## config.mk

```make
export PLATFORM = sky130hd
export DESIGN_NAME = mbet_ctrl
export DESIGN_NICKNAME = d
export VERILOG_FILES = /design/src/mbet_pkg.sv /design/src/mbet_ctrl.sv
export SDC_FILE = /design/constraint.sdc
export NUM_CORES = 1
export LEC_CHECK = 0
export BUFFER_PORTS_ARGS = -buffer_cell sky130_fd_sc_hd__clkbuf_2
export CAP_MARGIN = 30
export CELL_PAD_IN_SITES_DETAIL_PLACEMENT = 0
export CELL_PAD_IN_SITES_GLOBAL_PLACEMENT = 1
export CORE_AREA = 3 3 40 42
export DETAILED_ROUTE_END_ITERATION = 8
export DIE_AREA = 0 0 43 45
export PLACE_DENSITY_LB_ADDON = 0.1
export SLEW_MARGIN = 25
export SYNTH_ARGS = -nofsm -noshare
export SYNTH_HDL_FRONTEND = slang
export SYNTH_SLANG_ARGS = --single-unit
```

## constraint.sdc

```tcl
create_clock -name clk -period 1.15 [get_ports clk]
set_clock_uncertainty 0.2 [all_clocks]
set_input_delay 0 -clock clk [delete_from_list [all_inputs] [get_ports clk]]
set_output_delay 0 -clock clk [all_outputs]
set_load 0.05 [all_outputs]
```

## src/mbet_pkg.sv

```systemverilog
// Shared types, constants and helper functions for the Mandelbrot escape-time pixel block.
// Used by every module under src except mbet_checker; depends on nothing else.
package mbet_pkg;

    // Fixed-point format of coordinates and screen geometry.
    localparam int COORD_FRAC_BITS = 28;
    localparam int HALF_WIDTH      = 160;
    localparam int HALF_HEIGHT     = 120;

    localparam int COORD_W = 32;
    localparam int COL_W   = 9;
    localparam int ROW_W   = 8;
    localparam int STEP_W  = 31;
    localparam int ITER_W  = 12;
    localparam int GRAY_W  = 5;
    localparam int COLOR_W = 16;

    // Signed pixel offset from the screen center; covers half sizes up to 4096.
    localparam int OFS_W  = 13;
    localparam int PRE_W  = OFS_W + STEP_W + 1;
    // Saturated squares never exceed the escape bound 4 << F.
    localparam int SQ_W   = COORD_FRAC_BITS + 3;
    localparam logic [63:0] ESC_BOUND = 64'd4 << COORD_FRAC_BITS;

    localparam int GRAY_MAX = 31;
    localparam int DIVD_W   = ITER_W + GRAY_W;
    localparam int DCNT_W   = $clog2(DIVD_W + 1);

    localparam logic signed [63:0] S32_MAX = 64'sd2147483647;
    localparam logic signed [63:0] S32_MIN = -64'sd2147483648;

    // Register reset values.
    localparam logic signed [COORD_W-1:0] CENTER_RE_RST  = -32'sd63117224;
    localparam logic signed [COORD_W-1:0] CENTER_IM_RST  = 32'sd222055706;
    localparam logic [STEP_W-1:0]         PIXEL_STEP_RST = 31'd11190;
    localparam logic [ITER_W-1:0]         MAX_ITER_RST   = 12'd51;

    localparam int PADDR_W = 4;

    typedef enum logic [1:0] {
        REG_CENTER_RE,
        REG_CENTER_IM,
        REG_PIXEL_STEP,
        REG_MAX_ITER
    } reg_idx_t;

    typedef enum logic [2:0] {
        ST_IDLE,
        ST_CMUL,
        ST_CADD,
        ST_UPD,
        ST_SQ,
        ST_DIV,
        ST_OUT
    } state_t;

    typedef struct packed {
        logic load_pix;   // capture pixel offsets
        logic mul_c;      // form offset * step products
        logic init;       // form c and clear the orbit
        logic step;       // one orbit update z <- z*z + c
        logic square;     // register the three products of the new z
        logic div_start;  // start the gray-level division
        logic out_load;   // load the result register
    } ctrl_cmd_t;

    typedef struct packed {
        logic stop;       // escaped or limit reached
        logic div_done;
        logic out_free;
    } ctrl_stat_t;

    function automatic logic signed [COORD_W-1:0] sat32(input logic signed [63:0] v);
        if (v > S32_MAX)
            return 32'sh7FFF_FFFF;
        else if (v < S32_MIN)
            return 32'sh8000_0000;
        else
            return v[COORD_W-1:0];
    endfunction

    // Square in F-fraction format, clamped at the escape bound.
    function automatic logic [SQ_W-1:0] sq_sat(input logic signed [63:0] p);
        logic [63:0] sh;
        sh = $unsigned(p) >> COORD_FRAC_BITS;
        if (sh > ESC_BOUND)
            return SQ_W'(ESC_BOUND);
        else
            return SQ_W'(sh);
    endfunction

endpackage

```

## src/mbet_ctrl.sv

```systemverilog
// Controller state machine: sequences mapping, orbit iterations, division and output.
// Depends on mbet_pkg.
module mbet_ctrl (
    input  logic                  clk,
    input  logic                  rst_n,
    input  logic                  in_valid,
    output logic                  in_ready,
    input  mbet_pkg::ctrl_stat_t  stat,
    output mbet_pkg::ctrl_cmd_t   cmd
);
    import mbet_pkg::*;

    state_t state_reg, state_next;

    always_ff @(posedge clk or negedge rst_n)
    begin
        if (!rst_n)
            state_reg <= ST_IDLE;
        else
            state_reg <= state_next;
    end

    always_comb
    begin
        state_next = state_reg;
        unique case (state_reg)
            ST_IDLE: if (in_valid) state_next = ST_CMUL;
            ST_CMUL: state_next = ST_CADD;
            ST_CADD: state_next = ST_UPD;
            ST_UPD:  state_next = stat.stop ? ST_DIV : ST_SQ;
            ST_SQ:   state_next = ST_UPD;
            ST_DIV:  if (stat.div_done) state_next = ST_OUT;
            ST_OUT:  if (stat.out_free) state_next = ST_IDLE;
            default: state_next = ST_IDLE;
        endcase
    end

    always_comb
    begin
        cmd      = '0;
        in_ready = 1'b0;
        unique case (state_reg)
            ST_IDLE:
            begin
                in_ready     = 1'b1;
                cmd.load_pix = in_valid;
            end
            ST_CMUL: cmd.mul_c = 1'b1;
            ST_CADD: cmd.init  = 1'b1;
            ST_UPD:
            begin
                cmd.div_start = stat.stop;
                cmd.step      = !stat.stop;
            end
            ST_SQ:   cmd.square   = 1'b1;
            ST_DIV:  cmd.out_load = 1'b0;
            ST_OUT:  cmd.out_load = stat.out_free;
            default: cmd = '0;
        endcase
    end

endmodule

```

==> out/metrics.cfg <==
[route]
routed_wl_um = 953
via_per_inst = 4.595
drt_iter0_drc = 8
routedWlPerCell_um = 12.06
first_pass_iters = 4
num_vias = 363
drtAntennaViolNets = 0
drcViolationCount = 0

[finish]
diodes = 0
fillers = 121
largest_reg_flops = 3
design_area_um2 = 711.9
area_delta_synth_final_pct = 180.3
nets = 71
drive_gt1_share_pct = 75.00
utilization_pct = 55.40
seq_area_um2 = 77.57
multi_input_area_um2 = 215.2

[sta]
fin_ws_ps = -285.4
setup_viol = 11
tightest_slew_ps = 216.3
max_freq_ghz = 0.6967
period_needed_ps = 1435
slew_headroom_pct = 85.43
fin_crit_sh_pct = 124.8
hold_violations = 0
drv_slew = 0
rsz0062_at_grt = yes

[logic_synthesis]
synth_area_um2 = 254.0
syn_area_per_cell_um2 = 8.193
yosysUniqueCellTypes = 18
synth_warnings = 0
seq_area_frac_synth_pct = 29.56
ys_seq_elements = 3
netlist_instances = 31
synth_nets = 37

[run]
maxCapViolations = 0

[run_status]
outcome = complete, but fails checks
violations = negative setup slack

[floorplan]
start_util_pct = 19.77
dieArea_um2 = 1935
die_w_um = 43
row_count = 13
fp.coreArea_um2 = 1285
pin_count = 14
die_y_um = 45

[setup_path]
critPathRequiredTime_ps = 950
start_kind = flip-flop
crit_arrival_ps = 1240
r2r_slack_ps = -190
critPathCaptureType = output pin
crit_fanout = 4
critical_path_class = flip-flop to output pin

[pwr]
leakagePower_nw = 0.3155
seqPwrFrac_pct = 11.4
combPwrFrac_pct = 80.4
vdd_drop_max_v = 0.001395
powerDensity_nw_per_um2 = 3247
p_sw_mw = 1.047
p_sw_share_pct = 45.30
intPower_mw = 1.265
pwr-share-clk_pct = 8.1

[clock_network]
cts_buffers = 3
cts_tree = built
clk_path_buf_depth = 2
htree_levels = 1
clkSlewWorstSetupHoldPaths_ps = 40
clockRootBuffer = clkbuf_4
worstSkewPairLatency_ps = 240
clock_sinks = 3

[placed_design]
gp_congestion = 0.7915
postPlaceCellArea_um2 = 496.7
dp_hpwl_um = 590
portBuffers = 13

[global_route]
grt_max_degree = 7
grt.total_usage_pct = 10.87
grt_overflow = 0
antenna_found_initial = 0
grt_pass1_wl_um = 1442
grt_pass1_vias = 366

[min_path]
hold_class = input pin to flip-flop

through the flow:
step	hold WS (ps)	setup TNS, ps	power (mW)	worst slack (ps)	instances
finish	35.87	-2234	2.312	-285.4	79
global route	62.90	-2911	2.443	-340.2	79
global placement	-402.9	-643.4	1.625	-112.7	64
CTS	3.887	-2344	2.105	-294.0	76
detailed placement	-396.9	-494.6	1.601	-92.91	64
floorplan	-495.6	-1225	1.125	-314.4	31
power by group through the flow:
stage	Combinational, mW	Sequential (mW)	Clock (mW)
2_1_floorplan	0.927	0.198	0
3_5_place_dp	1.36	0.244	0
5_1_grt	1.96	0.278	0.205
3_3_place_gp	1.38	0.244	0
4_1_cts	1.66	0.250	0.196
6_report	1.86	0.264	0.188
timing repair:
action / in CTS / in global routing
hold buffers: 5 / 0
endpoints found under the hold margin: 6 / 0
resized for setup: 15 / 10
buffers inserted: 3 / 4
pin swaps: 5 / 6
setup endpoints to repair: 11 / 11
cells in the final DEF (no fill, tap or decap), types with 2 or more instances in the layout:
cell / count
buf_6: 8
buf_4: 6
clkbuf_2: 5
nor2_4: 3
dlygate4sd3_1: 5
a21oi_2: 2
nand2_1: 2
nand2_2: 2
a21oi_1: 2
buf_12: 6
dfrtp_2: 2
clkbuf_4: 3
nor3_4: 2
area by class of cell:
cell class	count	area share, %
tap	15	2.636
clock buffer	4	3.691
sequential	3	10.90
inverter	1	0.5272
multi-input combinational	24	30.23
timing repair buffer	32	52.02
cell usage after synthesis:
cell,number,area [µm²]
o22ai_1,1,6.260
nor3_2,1,10.01
buf_6,3,33.78
dfrtp_1,3,75.07
a21oi_1,4,20.02
and3_1,1,6.260
inv_1,1,3.750
nor3_1,1,5.000
o21ai_0,1,5.000
nor2b_4,1,13.76
nand2_1,4,15.01
a21o_1,1,7.510
nor2_1,4,15.01
nor3b_1,1,7.510
mux2i_1,1,10.01
nor2b_2,1,8.760
and2_1,1,6.260
o21ai_1,1,5.000
routing by layer:
metal | wire length [µm] | GRT usage, % | up-vias
li1 | - | - | 171
met1 | 376 | 10.73 | 169
met2 | 514 | 19.16 | 19
met3 | 43 | 1.594 | 4
met4 | 19 | 10.84 | 0
met5 | 0 | 0 | -
path summary, 6_finish.rpt:
check	startpoint	endpoint	depth (start not counted)
max	state_reg[0]	in_ready	4
min reg2reg	state_reg[2]	state_reg[0]	2
max in group asynchronous	rst_n	state_reg[2]	3
min	in_valid	state_reg[0]	4
max reg2reg	state_reg[0]	state_reg[1]	5
min in group asynchronous	rst_n	state_reg[0]	3
cells by family after synthesis:
logic type | synth area share [%]
and+or+nand+nor | 34.48
AOI/OAI and AO/OA | 17.24
buffers and inverters | 14.78
DFF | 29.56
muxes | 3.941
critical path: stages (launching register included):
cell and delay [ps]:
dfrtp_2 430, buf_6 140, nor3_4 190, buf_6 120
buf_12 120
No activity file was read; power rests on OpenSTA's default activity.
